**config.mk**
```make
export PLATFORM = sky130hd
export DESIGN_NAME = trip_fuel_economy_history_unit
export DESIGN_NICKNAME = d
export VERILOG_FILES = /design/src/hdl/trip_fe_pkg.sv /design/src/hdl/trip_fe_div.sv /design/src/hdl/trip_fe_datapath.sv /design/src/hdl/trip_fe_ctrl.sv /design/src/hdl/trip_fuel_economy_history_unit.sv
export SDC_FILE = /design/constraint.sdc
export NUM_CORES = 2
export LEC_CHECK = 0
export BUFFER_PORTS_ARGS = -buffer_cell sky130_fd_sc_hd__buf_4
export CAP_MARGIN = 20
export CORE_MARGIN = 1.5
export CORE_UTILIZATION = 50
export DETAILED_ROUTE_END_ITERATION = 10
export PLACE_DENSITY_LB_ADDON = 0.05
export SLEW_MARGIN = 20
export SYNTH_ARGS = -nofsm -noshare
export SYNTH_HDL_FRONTEND = slang
export SYNTH_SLANG_ARGS = --single-unit
```
**constraint.sdc**
```tcl
create_clock -name clock -period 9.2 [get_ports clock]
set_input_delay 0 -clock clock [delete_from_list [all_inputs] [get_ports clock]]
set_output_delay 0 -clock clock [all_outputs]
set_load 0.05 [all_outputs]
```
**src/hdl/trip_fe_pkg.sv**
```systemverilog
// ----------------------------------------------------------------------------
// trip_fe_pkg
// Shared types, codes and reset values of the trip fuel economy history unit.
// ----------------------------------------------------------------------------
package trip_fe_pkg;

   localparam int DATA_W = 32;
   localparam int ECON_W = 16;
   localparam int CFG_IDX_W = 3;

   // opcodes
   localparam logic [1:0] OP_TICK       = 2'd0;
   localparam logic [1:0] OP_CLEAR_HIST = 2'd1;
   localparam logic [1:0] OP_ACCEPT_BEST = 2'd2;
   localparam logic [1:0] OP_CLEAR_UPD  = 2'd3;

   // register indexes
   localparam logic [CFG_IDX_W-1:0] REG_ENGINE_SPEED_MIN  = 3'd0;
   localparam logic [CFG_IDX_W-1:0] REG_MIN_ON_TICKS      = 3'd1;
   localparam logic [CFG_IDX_W-1:0] REG_MIN_TRIP_DISTANCE = 3'd2;
   localparam logic [CFG_IDX_W-1:0] REG_MAX_TRIP_DISTANCE = 3'd3;
   localparam logic [CFG_IDX_W-1:0] REG_MAX_ECONOMY       = 3'd4;
   localparam logic [CFG_IDX_W-1:0] REG_INITIAL_ECONOMY   = 3'd5;

   // economy flag codes
   localparam logic [1:0] ECON_NONE       = 2'd0;
   localparam logic [1:0] ECON_NOT_BETTER = 2'd1;
   localparam logic [1:0] ECON_BETTER     = 2'd2;

   // reset values
   localparam logic [15:0] RST_ENGINE_SPEED_MIN  = 16'd170;
   localparam logic [15:0] RST_MIN_ON_TICKS      = 16'd300;
   localparam logic [31:0] RST_MIN_TRIP_DISTANCE = 32'd500;
   localparam logic [31:0] RST_MAX_TRIP_DISTANCE = 32'd999999;
   localparam logic [15:0] RST_MAX_ECONOMY       = 16'd300;
   localparam logic [15:0] RST_INITIAL_ECONOMY   = 16'd300;
   localparam logic [15:0] RST_TOTAL_AVG         = 16'hFFFF;

   typedef struct packed {
      logic [1:0]  opcode;
      logic        ignition_on;
      logic        speed_valid;
      logic        fuel_rate_valid;
      logic [15:0] engine_speed;
      logic        engine_speed_valid;
      logic [31:0] odometer_meters;
      logic [15:0] fuel_used;
      logic [2:0]  history_index;
   } item_type;

   typedef struct packed {
      logic [15:0] last_economy;
      logic [15:0] total_economy;
      logic [15:0] best_economy;
      logic [15:0] history_value;
      logic [1:0]  economy_flag;
      logic        best_flag;
      logic        update_flag;
      logic [15:0] current_economy;
   } result_type;

   typedef struct packed {
      logic accept;
      logic exec;
      logic sum_start;
      logic div_start;
      logic div_sel_last;
      logic close;
      logic load_rsp;
   } cmd_type;

   typedef struct packed {
      logic close_needed;
      logic sum_done;
      logic div_done;
   } sts_type;

   function automatic logic beats_best(input logic [15:0] v, input logic [15:0] best,
                                       input logic [15:0] init);
      beats_best = (v < best) || ((best == init) && (v != init));
   endfunction

endpackage

```
**src/hdl/trip_fe_div.sv**
```systemverilog
// ----------------------------------------------------------------------------
// trip_fe_div
// Restoring divider, one quotient bit per cycle.
// ----------------------------------------------------------------------------
module trip_fe_div import trip_fe_pkg::*; (
   input  logic              clock,
   input  logic              reset,
   input  logic              start,
   input  logic [DATA_W-1:0] num,
   input  logic [DATA_W-1:0] den,
   output logic              done,
   output logic [DATA_W-1:0] quot
);

   localparam int CNT_W = $clog2(DATA_W);

   logic              busy_ff, busy_in;
   logic              done_ff, done_in;
   logic [CNT_W-1:0]  cnt_ff, cnt_in;
   logic [DATA_W-1:0] rem_ff, rem_in;
   logic [DATA_W-1:0] acc_ff, acc_in;
   logic [DATA_W-1:0] den_ff, den_in;
   logic [DATA_W:0]   shifted;
   logic [DATA_W:0]   diff;

   assign shifted = {rem_ff, acc_ff[DATA_W-1]};
   assign diff    = shifted - {1'b0, den_ff};

   always_comb begin
      busy_in = busy_ff;
      done_in = 1'b0;
      cnt_in  = cnt_ff;
      rem_in  = rem_ff;
      acc_in  = acc_ff;
      den_in  = den_ff;
      if (start) begin
         busy_in = 1'b1;
         cnt_in  = '0;
         rem_in  = '0;
         acc_in  = num;
         den_in  = den;
      end else if (busy_ff) begin
         if (!diff[DATA_W]) begin
            rem_in = diff[DATA_W-1:0];
            acc_in = {acc_ff[DATA_W-2:0], 1'b1};
         end else begin
            rem_in = shifted[DATA_W-1:0];
            acc_in = {acc_ff[DATA_W-2:0], 1'b0};
         end
         cnt_in = cnt_ff + 1'b1;
         if (cnt_ff == CNT_W'(DATA_W - 1)) begin
            busy_in = 1'b0;
            done_in = 1'b1;
         end
      end
   end

   always_ff @(posedge clock) begin
      if (reset) begin
         busy_ff <= 1'b0;
         done_ff <= 1'b0;
         cnt_ff  <= '0;
      end else begin
         busy_ff <= busy_in;
         done_ff <= done_in;
         cnt_ff  <= cnt_in;
      end
      rem_ff <= rem_in;
      acc_ff <= acc_in;
      den_ff <= den_in;
   end

   assign done = done_ff;
   assign quot = acc_ff;

endmodule

```
**src/hdl/trip_fe_datapath.sv**
```systemverilog
// ----------------------------------------------------------------------------
// trip_fe_datapath
// Trip accumulators, slot ring, history shift line, averages and result.
// ----------------------------------------------------------------------------
module trip_fe_datapath import trip_fe_pkg::*; #(
   parameter int HISTORY_DEPTH = 6
) (
   input  logic                 clock,
   input  logic                 reset,
   input  logic                 csr_we,
   input  logic [CFG_IDX_W-1:0] csr_index,
   input  logic [DATA_W-1:0]    csr_wdata,
   input  item_type             req_item,
   input  cmd_type              cmd,
   output sts_type              sts,
   output result_type           rsp_data
);

   localparam int SW = (HISTORY_DEPTH > 1) ? $clog2(HISTORY_DEPTH) : 1;
   localparam int HW = 5;

   // configuration
   logic [15:0] speed_min_ff, min_ticks_ff, max_econ_ff, init_econ_ff;
   logic [31:0] min_dist_ff, max_dist_ff;

   item_type    item_ff;

   logic [15:0] hist_ff [HISTORY_DEPTH];
   logic [31:0] fuel_mem [HISTORY_DEPTH];
   logic [31:0] dist_mem [HISTORY_DEPTH];
   logic [HISTORY_DEPTH-1:0] slot_vld_ff;

   logic [SW-1:0] slot_idx_ff, slot_idx_in;
   logic [15:0]   total_ff, total_in;
   logic [15:0]   best_ff, best_in;
   logic [1:0]    estate_ff, estate_in;
   logic          best_seen_ff, best_seen_in;
   logic          changed_ff, changed_in;
   logic [15:0]   shown_ff, shown_in;
   logic [31:0]   trip_dist_ff, trip_dist_in;
   logic [31:0]   trip_fuel_ff, trip_fuel_in;
   logic [15:0]   on_ticks_ff, on_ticks_in;
   logic          trip_valid_ff, trip_valid_in;
   logic          ign_was_ff, ign_was_in;
   logic [31:0]   odo_last_ff, odo_last_in;
   logic [31:0]   cur_dist_ff, cur_dist_in;
   logic [31:0]   cur_fuel_ff, cur_fuel_in;
   logic          hist_clear;
   logic          slot_write;

   // ring sum
   logic [SW-1:0] sum_addr_ff;
   logic          sum_run_ff;
   logic          rd_vld_ff, rd_last_ff;
   logic [31:0]   rd_fuel_ff, rd_dist_ff;
   logic [31:0]   sf_ff, sd_ff;

   // division
   logic          div_sel_ff;
   logic [15:0]   last_q_ff;
   logic [31:0]   div_num, div_den, div_quot, den_now;
   logic          div_done;
   logic [15:0]   sat_q;

   result_type    rsp_ff;

   logic          qualified;
   logic [31:0]   odo_diff;
   logic [15:0]   advance;
   logic [HW-1:0] hi_ext;
   logic [SW-1:0] hi_sel;

   // configuration writes
   always_ff @(posedge clock) begin
      if (reset) begin
         speed_min_ff <= RST_ENGINE_SPEED_MIN;
         min_ticks_ff <= RST_MIN_ON_TICKS;
         min_dist_ff  <= RST_MIN_TRIP_DISTANCE;
         max_dist_ff  <= RST_MAX_TRIP_DISTANCE;
         max_econ_ff  <= RST_MAX_ECONOMY;
         init_econ_ff <= RST_INITIAL_ECONOMY;
      end else if (csr_we) begin
         case (csr_index)
            REG_ENGINE_SPEED_MIN:  speed_min_ff <= csr_wdata[15:0];
            REG_MIN_ON_TICKS:      min_ticks_ff <= csr_wdata[15:0];
            REG_MIN_TRIP_DISTANCE: min_dist_ff  <= csr_wdata;
            REG_MAX_TRIP_DISTANCE: max_dist_ff  <= csr_wdata;
            REG_MAX_ECONOMY:       max_econ_ff  <= csr_wdata[15:0];
            REG_INITIAL_ECONOMY:   init_econ_ff <= csr_wdata[15:0];
            default: ;
         endcase
      end
   end

   always_ff @(posedge clock) begin
      if (cmd.accept) begin
         item_ff <= req_item;
      end
   end

   assign qualified = item_ff.speed_valid && item_ff.fuel_rate_valid &&
                      (item_ff.engine_speed > speed_min_ff) && item_ff.engine_speed_valid;
   assign odo_diff  = item_ff.odometer_meters - odo_last_ff;

   assign sts.close_needed = (item_ff.opcode == OP_TICK) && !item_ff.ignition_on &&
                             trip_valid_ff;
   assign sts.sum_done = rd_vld_ff && rd_last_ff;
   assign sts.div_done = div_done;

   assign den_now = div_sel_ff ? cur_dist_ff : sd_ff;
   assign sat_q   = (den_now == '0) ? max_econ_ff :
                    ((div_quot > {16'd0, max_econ_ff}) ? max_econ_ff : div_quot[15:0]);

   always_comb begin
      slot_idx_in   = slot_idx_ff;
      total_in      = total_ff;
      best_in       = best_ff;
      estate_in     = estate_ff;
      best_seen_in  = best_seen_ff;
      changed_in    = changed_ff;
      shown_in      = shown_ff;
      trip_dist_in  = trip_dist_ff;
      trip_fuel_in  = trip_fuel_ff;
      on_ticks_in   = on_ticks_ff;
      trip_valid_in = trip_valid_ff;
      ign_was_in    = ign_was_ff;
      odo_last_in   = odo_last_ff;
      cur_dist_in   = cur_dist_ff;
      cur_fuel_in   = cur_fuel_ff;
      hist_clear    = 1'b0;
      slot_write    = 1'b0;
      advance       = '0;
      if (cmd.exec) begin
         case (item_ff.opcode)
            OP_TICK: begin
               if (item_ff.ignition_on) begin
                  if (!ign_was_ff) begin
                     ign_was_in = 1'b1;
                     estate_in  = ECON_NONE;
                     changed_in = 1'b1;
                     shown_in   = '0;
                  end
                  if (qualified) begin
                     if (on_ticks_ff < min_ticks_ff) begin
                        on_ticks_in   = on_ticks_ff + 16'd1;
                        trip_valid_in = 1'b0;
                     end else if (trip_dist_ff > min_dist_ff) begin
                        trip_valid_in = 1'b1;
                     end
                     if (trip_dist_ff < max_dist_ff) begin
                        // a qualified tick with no odometer baseline yet takes one and adds no distance
                        if (odo_last_ff == '0) begin
                           odo_last_in = item_ff.odometer_meters;
                        end else if (item_ff.odometer_meters > odo_last_ff) begin
                           advance     = odo_diff[15:0];
                           odo_last_in = item_ff.odometer_meters;
                        end
                        trip_dist_in = trip_dist_ff + {16'd0, advance};
                        trip_fuel_in = trip_fuel_ff + {16'd0, item_ff.fuel_used};
                     end
                  end
               end else begin
                  if (ign_was_ff) begin
                     ign_was_in = 1'b0;
                     changed_in = 1'b1;
                  end
                  on_ticks_in   = '0;
                  slot_write    = 1'b1;
                  trip_valid_in = 1'b0;
                  cur_dist_in   = trip_dist_ff;
                  cur_fuel_in   = trip_fuel_ff;
                  trip_dist_in  = '0;
                  trip_fuel_in  = '0;
               end
            end
            OP_CLEAR_HIST: begin
               hist_clear    = 1'b1;
               slot_idx_in   = '0;
               trip_valid_in = 1'b0;
               estate_in     = ECON_NONE;
               best_seen_in  = 1'b0;
               total_in      = RST_TOTAL_AVG;
               best_in       = init_econ_ff;
               shown_in      = '0;
               changed_in    = 1'b1;
            end
            OP_ACCEPT_BEST: begin
               changed_in = 1'b1;
               if (beats_best(hist_ff[0], best_ff, init_econ_ff)) begin
                  best_in      = hist_ff[0];
                  best_seen_in = 1'b1;
                  estate_in    = ECON_NONE;
               end
            end
            OP_CLEAR_UPD: begin
               changed_in = 1'b0;
            end
            default: ;
         endcase
      end
      if (div_done && !div_sel_ff) begin
         total_in = sat_q;
      end
      if (cmd.close) begin
         estate_in  = beats_best(last_q_ff, best_ff, init_econ_ff) ? ECON_BETTER :
                      ECON_NOT_BETTER;
         shown_in   = last_q_ff;
         changed_in = 1'b1;
         if (slot_idx_ff == SW'(HISTORY_DEPTH - 1)) begin
            slot_idx_in = '0;
         end else begin
            slot_idx_in = slot_idx_ff + 1'b1;
         end
      end
   end

   always_ff @(posedge clock) begin
      if (reset) begin
         slot_idx_ff   <= '0;
         total_ff      <= RST_TOTAL_AVG;
         best_ff       <= RST_INITIAL_ECONOMY;
         estate_ff     <= ECON_NONE;
         best_seen_ff  <= 1'b0;
         changed_ff    <= 1'b0;
         shown_ff      <= '0;
         trip_dist_ff  <= '0;
         trip_fuel_ff  <= '0;
         on_ticks_ff   <= '0;
         trip_valid_ff <= 1'b0;
         ign_was_ff    <= 1'b0;
         odo_last_ff   <= '0;
      end else begin
         slot_idx_ff   <= slot_idx_in;
         total_ff      <= total_in;
         best_ff       <= best_in;
         estate_ff     <= estate_in;
         best_seen_ff  <= best_seen_in;
         changed_ff    <= changed_in;
         shown_ff      <= shown_in;
         trip_dist_ff  <= trip_dist_in;
         trip_fuel_ff  <= trip_fuel_in;
         on_ticks_ff   <= on_ticks_in;
         trip_valid_ff <= trip_valid_in;
         ign_was_ff    <= ign_was_in;
         odo_last_ff   <= odo_last_in;
      end
      cur_dist_ff <= cur_dist_in;
      cur_fuel_ff <= cur_fuel_in;
   end

   // history shift line
   always_ff @(posedge clock) begin
      if (reset) begin
         for (int i = 0; i < HISTORY_DEPTH; i++) begin
            hist_ff[i] <= RST_INITIAL_ECONOMY;
         end
      end else if (hist_clear) begin
         for (int i = 0; i < HISTORY_DEPTH; i++) begin
            hist_ff[i] <= init_econ_ff;
         end
      end else if (cmd.close) begin
         for (int i = HISTORY_DEPTH - 1; i > 0; i--) begin
            hist_ff[i] <= hist_ff[i-1];
         end
         hist_ff[0] <= last_q_ff;
      end
   end

   // slot ring: per-entry valid bits, an invalid entry reads as zero
   always_ff @(posedge clock) begin
      if (reset) begin
         slot_vld_ff <= '0;
      end else if (hist_clear) begin
         slot_vld_ff <= '0;
      end else if (slot_write) begin
         slot_vld_ff[slot_idx_ff] <= 1'b1;
      end
      if (slot_write) begin
         fuel_mem[slot_idx_ff] <= trip_fuel_ff;
         dist_mem[slot_idx_ff] <= trip_dist_ff;
      end
      rd_fuel_ff <= slot_vld_ff[sum_addr_ff] ? fuel_mem[sum_addr_ff] : '0;
      rd_dist_ff <= slot_vld_ff[sum_addr_ff] ? dist_mem[sum_addr_ff] : '0;
   end

   // ring sum, one slot per cycle
   always_ff @(posedge clock) begin
      if (reset) begin
         sum_run_ff <= 1'b0;
         rd_vld_ff  <= 1'b0;
         rd_last_ff <= 1'b0;
         sum_addr_ff <= '0;
      end else if (cmd.sum_start) begin
         sum_run_ff  <= 1'b1;
         rd_vld_ff   <= 1'b0;
         rd_last_ff  <= 1'b0;
         sum_addr_ff <= '0;
      end else begin
         rd_vld_ff  <= sum_run_ff;
         rd_last_ff <= sum_run_ff && (sum_addr_ff == SW'(HISTORY_DEPTH - 1));
         if (sum_run_ff) begin
            if (sum_addr_ff == SW'(HISTORY_DEPTH - 1)) begin
               sum_run_ff  <= 1'b0;
               sum_addr_ff <= '0;
            end else begin
               sum_addr_ff <= sum_addr_ff + 1'b1;
            end
         end
      end
      if (cmd.sum_start) begin
         sf_ff <= '0;
         sd_ff <= '0;
      end else if (rd_vld_ff) begin
         sf_ff <= sf_ff + rd_fuel_ff;
         sd_ff <= sd_ff + rd_dist_ff;
      end
   end

   assign div_num = cmd.div_sel_last ? cur_fuel_ff : sf_ff;
   assign div_den = cmd.div_sel_last ? cur_dist_ff : sd_ff;

   trip_fe_div u_div (
      .clock (clock),
      .reset (reset),
      .start (cmd.div_start),
      .num   (div_num),
      .den   (div_den),
      .done  (div_done),
      .quot  (div_quot)
   );

   always_ff @(posedge clock) begin
      if (cmd.div_start) begin
         div_sel_ff <= cmd.div_sel_last;
      end
      if (div_done && div_sel_ff) begin
         last_q_ff <= sat_q;
      end
   end

   // out-of-range index reports the oldest entry
   assign hi_ext = HW'(item_ff.history_index);
   assign hi_sel = (hi_ext >= HW'(HISTORY_DEPTH)) ? SW'(HISTORY_DEPTH - 1) : hi_ext[SW-1:0];

   always_ff @(posedge clock) begin
      if (cmd.load_rsp) begin
         rsp_ff.last_economy    <= hist_ff[0];
         rsp_ff.total_economy   <= total_ff;
         rsp_ff.best_economy    <= best_ff;
         rsp_ff.history_value   <= hist_ff[hi_sel];
         rsp_ff.economy_flag    <= estate_ff;
         rsp_ff.best_flag       <= best_seen_ff;
         rsp_ff.update_flag     <= changed_ff;
         rsp_ff.current_economy <= shown_ff;
      end
   end

   assign rsp_data = rsp_ff;

endmodule

```
**src/hdl/trip_fe_ctrl.sv**
```systemverilog
// ----------------------------------------------------------------------------
// trip_fe_ctrl
// Sequencer: execute, ring sum, two divisions, close and result handoff.
// ----------------------------------------------------------------------------
module trip_fe_ctrl import trip_fe_pkg::*; (
   input  logic    clock,
   input  logic    reset,
   input  logic    req_tvalid,
   output logic    req_tready,
   output logic    rsp_tvalid,
   input  logic    rsp_tready,
   input  sts_type sts,
   output cmd_type cmd
);

   localparam logic [3:0] S_IDLE   = 4'd0;
   localparam logic [3:0] S_EXEC   = 4'd1;
   localparam logic [3:0] S_SUM    = 4'd2;
   localparam logic [3:0] S_DIVT   = 4'd3;
   localparam logic [3:0] S_WAITT  = 4'd4;
   localparam logic [3:0] S_DIVL   = 4'd5;
   localparam logic [3:0] S_WAITL  = 4'd6;
   localparam logic [3:0] S_CLOSE  = 4'd7;
   localparam logic [3:0] S_RESULT = 4'd8;

   logic [3:0] state_ff, state_in;
   logic       rsp_valid_ff, rsp_valid_in;

   always_comb begin
      state_in = state_ff;
      cmd      = '0;
      case (state_ff)
         S_IDLE: begin
            if (req_tvalid) begin
               cmd.accept = 1'b1;
               state_in   = S_EXEC;
            end
         end
         S_EXEC: begin
            cmd.exec = 1'b1;
            if (sts.close_needed) begin
               cmd.sum_start = 1'b1;
               state_in      = S_SUM;
            end else begin
               state_in = S_RESULT;
            end
         end
         S_SUM: begin
            if (sts.sum_done) begin
               state_in = S_DIVT;
            end
         end
         S_DIVT: begin
            cmd.div_start = 1'b1;
            state_in      = S_WAITT;
         end
         S_WAITT: begin
            if (sts.div_done) begin
               state_in = S_DIVL;
            end
         end
         S_DIVL: begin
            cmd.div_start    = 1'b1;
            cmd.div_sel_last = 1'b1;
            state_in         = S_WAITL;
         end
         S_WAITL: begin
            if (sts.div_done) begin
               state_in = S_CLOSE;
            end
         end
         S_CLOSE: begin
            cmd.close = 1'b1;
            state_in  = S_RESULT;
         end
         S_RESULT: begin
            if (!rsp_valid_ff || rsp_tready) begin
               cmd.load_rsp = 1'b1;
               state_in     = S_IDLE;
            end
         end
         default: begin
            state_in = S_IDLE;
         end
      endcase
   end

   always_comb begin
      rsp_valid_in = rsp_valid_ff;
      if (cmd.load_rsp) begin
         rsp_valid_in = 1'b1;
      end else if (rsp_tready) begin
         rsp_valid_in = 1'b0;
      end
   end

   always_ff @(posedge clock) begin
      if (reset) begin
         state_ff     <= S_IDLE;
         rsp_valid_ff <= 1'b0;
      end else begin
         state_ff     <= state_in;
         rsp_valid_ff <= rsp_valid_in;
      end
   end

   assign req_tready = (state_ff == S_IDLE);
   assign rsp_tvalid = rsp_valid_ff;

endmodule

```
**src/hdl/trip_fuel_economy_history_unit.sv**
```systemverilog
// ----------------------------------------------------------------------------
// trip_fuel_economy_history_unit
// Trip distance/fuel accumulation with a ring of trip slots and economy history.
// ----------------------------------------------------------------------------
// commands and ticks that close no trip run EXEC, then RESULT loads the result
// closing a trip runs the ring sum, one slot a cycle, then two divisions on one
//   shared bit-serial divider and the close; RESULT waits while a result is untaken
// one beat in work at a time; the result register frees the input while a beat waits
// synchronous active-high reset restores state, history and slot valid bits at once
module trip_fuel_economy_history_unit import trip_fe_pkg::*; #(
   parameter int HISTORY_DEPTH = 6
) (
   input  logic                 clock,
   input  logic                 reset,
   input  logic                 req_tvalid,
   output logic                 req_tready,
   // ignition_on, speed_valid, fuel_rate_valid, engine_speed[15:0],
   // engine_speed_valid, odometer_meters[31:0], fuel_used[15:0], history_index[2:0]
   input  logic [71:0]          req_tdata,
   // opcode[1:0]
   input  logic [1:0]           req_tuser,
   output logic                 rsp_tvalid,
   input  logic                 rsp_tready,
   // last_economy, total_economy, best_economy, history_value, economy_flag[1:0],
   // best_flag, update_flag, current_economy
   output logic [87:0]          rsp_tdata,
   input  logic                 csr_we,
   input  logic [CFG_IDX_W-1:0] csr_index,
   input  logic [DATA_W-1:0]    csr_wdata
);

   item_type   req_item;
   result_type rsp_data;
   cmd_type    cmd;
   sts_type    sts;

   assign req_item.opcode             = req_tuser;
   assign req_item.ignition_on        = req_tdata[0];
   assign req_item.speed_valid        = req_tdata[1];
   assign req_item.fuel_rate_valid    = req_tdata[2];
   assign req_item.engine_speed       = req_tdata[18:3];
   assign req_item.engine_speed_valid = req_tdata[19];
   assign req_item.odometer_meters    = req_tdata[51:20];
   assign req_item.fuel_used          = req_tdata[67:52];
   assign req_item.history_index      = req_tdata[70:68];

   assign rsp_tdata = {4'd0, rsp_data.current_economy, rsp_data.update_flag,
                       rsp_data.best_flag, rsp_data.economy_flag, rsp_data.history_value,
                       rsp_data.best_economy, rsp_data.total_economy,
                       rsp_data.last_economy};

   trip_fe_ctrl u_ctrl (
      .clock      (clock),
      .reset      (reset),
      .req_tvalid (req_tvalid),
      .req_tready (req_tready),
      .rsp_tvalid (rsp_tvalid),
      .rsp_tready (rsp_tready),
      .sts        (sts),
      .cmd        (cmd)
   );

   trip_fe_datapath #(
      .HISTORY_DEPTH (HISTORY_DEPTH)
   ) u_datapath (
      .clock     (clock),
      .reset     (reset),
      .csr_we    (csr_we),
      .csr_index (csr_index),
      .csr_wdata (csr_wdata),
      .req_item  (req_item),
      .cmd       (cmd),
      .sts       (sts),
      .rsp_data  (rsp_data)
   );

endmodule
```
# Word level (Yosys, flattened, before mapping)

Memory sizes are Yosys's and may differ from the RTL's. A register that Yosys moved wholly into a read port is not among the register bits.
Index checks and enable logic that the tools add are counted.

Add/sub/neg operators: 10
Order comparisons: 12
Equality and inequality tests: 38
Mux-type cells: 121
Bitwise operators: 15
Reductions and logical operators: 61

Operators by type and width:

| cell                  | count |
|---|---|
| $mux 16               | 32 |
| $mux 32               | 14 |
| $add 32x16->32        | 2 |
| $add 32x32->32        | 2 |
| $gt 32x32->1          | 2 |
| $logic_not 32->1      | 2 |
| $pmux 16 s2           | 2 |
| $lt 16x16->1          | 3 |
| $mux 1                | 47 |
| $pmux 4 s9            | 1 |
| $sub 33x32->33        | 1 |
| $gt 32x16->1          | 1 |
| $lt 32x32->1          | 1 |
| $ne 16x16->1          | 2 |
| $mux 4                | 6 |
| $mux 3                | 6 |
| $reduce_and 2->1      | 9 |
| $reduce_bool 2->1     | 9 |
| $add 16x1->16 const B | 1 |
| $eq 16x16->1          | 1 |
| $eq 4x3->1 const B    | 4 |
| $gt 16x16->1          | 1 |
| $reduce_and 4->1      | 4 |
| $sub 16x16->16        | 1 |
| other kinds (42)      | 103 |

Register bits: 703
Bits in writable memories: 480
Bits of input ports: 114
Output and inout bits: 90
Word-level logic and storage cells: 314
Memories kept: 3

Memories:

| memory              | depth | width | read ports | clocked after Yosys merged registers in | write ports | RTL line               | source |
|---|---|---|---|---|---|---|---|
| u_datapath.dist_mem | 6     | 32    | 1          | 1                                       | 1           | trip_fe_datapath.sv:30 | `logic [31:0] dist_mem [HISTORY_DEPTH];` |
| u_datapath.fuel_mem | 6     | 32    | 1          | 1                                       | 1           | trip_fe_datapath.sv:29 | `logic [31:0] fuel_mem [HISTORY_DEPTH];` |
| u_datapath.hist_ff  | 6     | 16    | 6          | 1                                       | 6           | trip_fe_datapath.sv:28 | `logic [15:0] hist_ff [HISTORY_DEPTH];` |

# Longest topological paths before layout

Depth after elaboration: 12
Mapped depth: 26

# Modules after synthesis

Synthesis repeated with hierarchy kept, for this count alone.

Cells, all modules: 5000
Area, all modules: 58442.3 sq um

By module, submodules not included:

| module                         | instances | cells each | area an instance (sq um) | seq. area each (sq um) |
|---|---|---|---|---|
| trip_fe_datapath               | 1         | 4366       | 52156.3                  | 30309.1 |
| trip_fe_div                    | 1         | 590        | 5925.7                   | 2702.6 |
| trip_fe_ctrl                   | 1         | 39         | 326.6                    | 100.1 |
| trip_fuel_economy_history_unit | 1         | 5          | 33.8                     | 0.0 |

# Worst setup path after synthesis

Ideal clock, no wire load.

Path type: register -> register
Start: reg u_ctrl.state_ff[0]
End: mem u_datapath.dist_mem[2][0], enable pin
Setup time: 0.670 ns
Data arrival time: 7.960 ns
Required time: 8.530 ns
Slack: 0.570 ns
Stages on the path, launching flop included: 8
Path buffers: 2
Path through: dfxtp_1 > nor2b_1 > buf_4 > nand2_2 > nor3_2 > nand2_2 > buf_1 > nor4b_1

Cells in the longest elaborated chain, start to end: 5

RTL lines:

| element                      | RTL line                | source |
|---|---|---|
| from (decl)                  | trip_fe_ctrl.sv:26      | `logic [3:0] state_ff, state_in;` |
| from (signal assigned)       | trip_fe_ctrl.sv:102     | `state_ff <= state_in;` |
| $eq 4x1->1                   | trip_fe_ctrl.sv:32      | `case (state_ff)` |
| $mux 2                       | trip_fe_ctrl.sv:32      |  |
| $mux 1                       | trip_fe_datapath.sv:133 | `if (cmd.exec) begin` |
| $mux 1                       | trip_fe_datapath.sv:278 | `if (slot_write) begin` |
| $mux 1 (not written as such) | trip_fe_datapath.sv:280 | `dist_mem[slot_idx_ff] <= trip_dist_ff;` |
| to (decl)                    | trip_fe_datapath.sv:30  |  |

No other way between the ends.

# Final worst setup path

Start: reg u_datapath.item_ff[19] (netlist bit)
End: reg u_datapath.trip_dist_ff[24]

Cells in the longest elaborated chain, start to end: 12
Elaborated cells on any way between the ends: 13

RTL lines:

| element                                               | RTL line                                         | source |
|---|---|---|
| from (decl)                                           | trip_fe_datapath.sv:26                           | `item_type item_ff;` |
| from (signal assigned)                                | trip_fe_datapath.sv:97                           | `item_ff <= req_item;` |
| $gt 32x32->1 / $sub 16x16->16 (equally long branches) | trip_fe_datapath.sv:154, trip_fe_datapath.sv:103 |  |
| $mux 16 (*)                                           | trip_fe_datapath.sv:154                          | `end else if (item_ff.odometer_meters > odo_last_ff) begin` |
| $mux 16 (*)                                           | trip_fe_datapath.sv:152                          | `if (odo_last_ff == '0) begin` |
| $mux 16 (*)                                           | trip_fe_datapath.sv:150                          | `if (trip_dist_ff < max_dist_ff) begin` |
| $mux 16 (*)                                           | trip_fe_datapath.sv:143                          | `if (qualified) begin` |
| $mux 16 (*)                                           | trip_fe_datapath.sv:136                          | `if (item_ff.ignition_on) begin` |
| $mux 16 (*)                                           | trip_fe_datapath.sv:134                          | `case (item_ff.opcode)` |
| $mux 16 (*)                                           | trip_fe_datapath.sv:133                          |  |
| $add 32x16->32 (*)                                    | trip_fe_datapath.sv:158                          | `trip_dist_in = trip_dist_ff + {16'd0, advance};` |
| $mux 32 (*)                                           | trip_fe_datapath.sv:150                          |  |
| $mux 32 (*)                                           | trip_fe_datapath.sv:143                          |  |
| $mux 32 (*)                                           | trip_fe_datapath.sv:136                          |  |
| to (signal assigned)                                  | trip_fe_datapath.sv:240                          | `trip_dist_ff <= trip_dist_in;` |
| to (decl)                                             | trip_fe_datapath.sv:40                           | `logic [31:0] trip_dist_ff, trip_dist_in;` |

Mark *: on every way between the ends. The rest lies on a longest branch, timed or not. The select of a mux whose other input is x is not followed.
A chain may end at the register's enable or synchronous reset.

==> metrics.md <==
| Metric | Value |
|---|---|
| Worst-Margin Slew | 1120 ps |
| Routed WL per cell | 21.7 µm |
| Leak pwr | 25.1 nW |
| Combinational share of power | 10.2% |
| Placed Instances | 6,635 |
| Synth warn | 0 |
| I/O Pins | 204 |
| H-Tree Depth | 4 |
| Max clock buf depth | 3 |
| Outcome | finished clean |
| Distinct cell type count after synthesis | 86 |
| Row cnt | 124 |
| Half-perimeter wire length after placement | 103 mm |
| Area grow syn2layout | 16.5% |
| Crit path launch type | flip-flop |
| Total congestion overflow | 0 |
| Gr usage total | 25.9% |
| CTS tree | yes |
| Max-slew headroom | 25.1% |
| Post-place setup slack | 2790 ps |
| Mapped cell area | 58,100 µm² |
| Layout Skew | 19.3 ps |
| Initial core utilization | 50.6% |
| Die area | 118,000 µm² |
| Pwr dens | 194 nW/µm² |
| Layout Cells excl Fill | 7,096 |
| Register bit count reported by yosys | 1,263 |
| Hold Path Class | in2reg |
| Worst setup margin | 2830 ps |
| Worst Hold Slack | 46.9 ps |
| Vias | 40,100 |
| Fill cell count | 9,466 |
| Vias in the first global route | 38,800 |
| Post-synth EDFFs | 782 |
| Most common cell after layout, fill and taps aside | edfxtp_1 |
| Port-buffer cells | 198 |
| Routed Antenna Nets | 0 |
| Drt via density | 5.65 |
| First-pass GRT wire length | 234 mm |
| Clock power share | 42.2% |
| Fin crit share | 69.3% |
| DP Area | 61,100 µm² |
| Internal | 9.91 mW |
| Number of remaining DRC errors | 0 |
| Max-cap violation count | 0 |
| Core box area | 115,000 µm² |
| Cells on Worst Hold Path | 4 |
| Post-CTS setup buffer count | 0 |
| Async set-or-reset flop fraction in the synthesized netlist | 0% |
| Share of cells above drive strength 1 | 11.8% |
| Crit. End Element | flip-flop |
| Switch share | 24.7% |
| Root Buffer | clkbuf_16 |
| 1st-pass router iterations | 6 |
| Nets | 5,884 |
| Setup violators final | 0 |
| CP arrival | 6990 ps |
| Clk sinks | 1,263 |
| Unrepaired setup endpoints after global routing | no |
| Final Total Pwr | 13.2 mW |
| Syn_area_per_cell | 11.4 µm² |
| Util after Layout | 59.0% |
| Ys flop type | edfxtp_1 |
| Clk slew on worst S/H paths | 50 ps |
| Largest net degree at the start of global routing | 98 |
| Post-synthesis sequential area ratio | 57.0% |
| Final Hold Fails | 0 |
| Placer Congestion | 0.880 |
| Routed wire length | 154 mm |
| Later-pin clock latency in the skew report | 760 ps |
| Max frequency | 157 MHz |
| Num CTS Buffers | 140 |
| Final min period | 6370 ps |
| Drt initial violations | 2,751 |
| Chip Height | 344 µm |
| Critical path peak fanout | 16 |
| P_sw | 3.25 mW |
| Setup TNS | 0 ps |
| Peak supply drop | 0.191 mV |
| Most frequent cells in the layout | edfxtp_1, nand2_1, dfxtp_1 |
| Initial antenna violation count | 1 |
| Cells after synthesis | 5,109 |
| Width of the die | 344 µm |
| Final Slew Violations | 0 |
| Required time worst endpoint | 9810 ps |
| Setup CP Type | reg2reg |
| Resized cells post-CTS | 0 |
| Reg2reg path depth | 24 |
| Final Cell Area | 67,700 µm² |
| Reg power frac | 47.6% |
worst max-delay path, cell delays in order, from the launching register on:
cell,delay (ps)
edfxtp_1,380
inv_1,70
ha_1,150
inv_1,50
fa_1,390
a21o_1,170
a21oi_1,220
nor2b_1,80
o21a_1,180
o41ai_1,660
o211ai_1,230
nand3b_1,500
nor2_1,110
ha_1,230
fa_1,410
a21o_1,180
a21o_1,210
a21oi_1,220
o31ai_1,130
a41o_1,270
o41ai_1,810
or2_2,320
nor3_1,70
xnor2_1,130
nor2_1,50
final timing paths:
path | slack (ps) | from | endpoint
max | 2830 | u_datapath.item_ff[19]$_DFFE_PP_ | u_datapath.trip_dist_ff[24]$_SDFFE_PP0P_
min | 50 | csr_wdata[16] | u_datapath.max_dist_ff[16]$_SDFFE_PP1P_
min reg2reg | 430 | u_datapath.total_ff[7]$_SDFFE_PP1P_ | u_datapath.rsp_data[59]$_DFFE_PP_
max reg2reg | 2830 | u_datapath.item_ff[19]$_DFFE_PP_ | u_datapath.trip_dist_ff[24]$_SDFFE_PP0P_
per-layer routing:
metal | share of wire (%) | vias to the layer above | GRT usage [%]
li1 | - | 19400 | -
met1 | 46 | 19500 | 37.1
met2 | 46 | 1022 | 41.1
met3 | 5.1 | 209 | 3.42
met4 | 2.4 | 0 | 7.42
met5 | 0 | - | 0
state kept, by name (all words and copies together), names as in the netlist, 70 cells and up:
register and cells:
u_datapath.fuel_mem 192, u_datapath.item_ff 70, u_datapath.dist_mem 192, u_datapath.hist_ff 96, u_datapath.rsp_data 84
synth_stat cells, types with 25 or more instances:
| library cell | number | area [µm²] |
|---|---|---|
| nor3_1 | 68 | 340 |
| xor2_1 | 93 | 815 |
| nand4_1 | 59 | 369 |
| dfxtp_1 | 481 | 9630 |
| o211ai_1 | 35 | 263 |
| a21o_1 | 104 | 781 |
| inv_1 | 251 | 942 |
| nor2_1 | 458 | 1720 |
| o21ai_0 | 124 | 621 |
| xnor2_1 | 107 | 937 |
| nand2_1 | 558 | 2090 |
| edfxtp_1 | 782 | 23500 |
| nor2b_1 | 38 | 238 |
| mux2i_1 | 187 | 1870 |
| nor4_1 | 54 | 338 |
| a22oi_1 | 65 | 488 |
| buf_1 | 29 | 109 |
| nand2b_1 | 39 | 244 |
| clkbuf_1 | 202 | 758 |
| o21a_1 | 30 | 225 |
| and3_1 | 25 | 156 |
| mux2_2 | 41 | 462 |
| a211oi_1 | 103 | 773 |
| nand3_1 | 70 | 350 |
| a21oi_1 | 423 | 2120 |
| mux4_2 | 72 | 1620 |
| ha_1 | 301 | 3770 |
final cells by class:
| cell class | instances | area [µm²] | share of cell area (%) |
|---|---|---|---|
| Clock inverter | 72 | 619 | 0.914 |
| Tap cell | 1512 | 1890 | 2.79 |
| Multi-Input combinational cell | 3349 | 23200 | 34.3 |
| Sequential cell | 1263 | 33100 | 48.9 |
| Inverter | 255 | 958 | 1.42 |
| Antenna cell | 2 | 5.00 | 0.00739 |
| Clock buffer | 189 | 3990 | 5.88 |
| Timing Repair Buffer | 454 | 3920 | 5.79 |
what timing repair did:
action | 4_1_cts | 5_1_grt
hold buffers | 197 | 0
setup endpoints to repair | 0 | 0
hold endpoints to repair | 263 | 0
logic make-up (layout without fill, tap and decap cells):
group	after synthesis	after routing	share of synthesized area [%]
buffers and inverters	500	970	3.35
XOR/XNOR	201	201	3.06
flip-flops	1263	1263	57.0
other	1	6	0.00645
multiplexers	310	310	7.06
AO/OA/AOI/OAI	1073	1073	11.8
adder cells (fa/ha/maj)	307	307	6.69
AND/OR/NAND/NOR	1454	1454	11.1
power by group through the flow:
stage | sequential [mW] | combinational [mW] | clock [mW]
after floorplan | 6.39 | 0.915 | 0
after global placement | 6.38 | 1.26 | 0
after detailed placement | 6.38 | 1.27 | 0
after CTS | 6.26 | 1.34 | 5.65
after global routing | 6.28 | 1.50 | 5.87
final | 6.27 | 1.35 | 5.55
No activity file was read; power rests on OpenSTA's default activity.
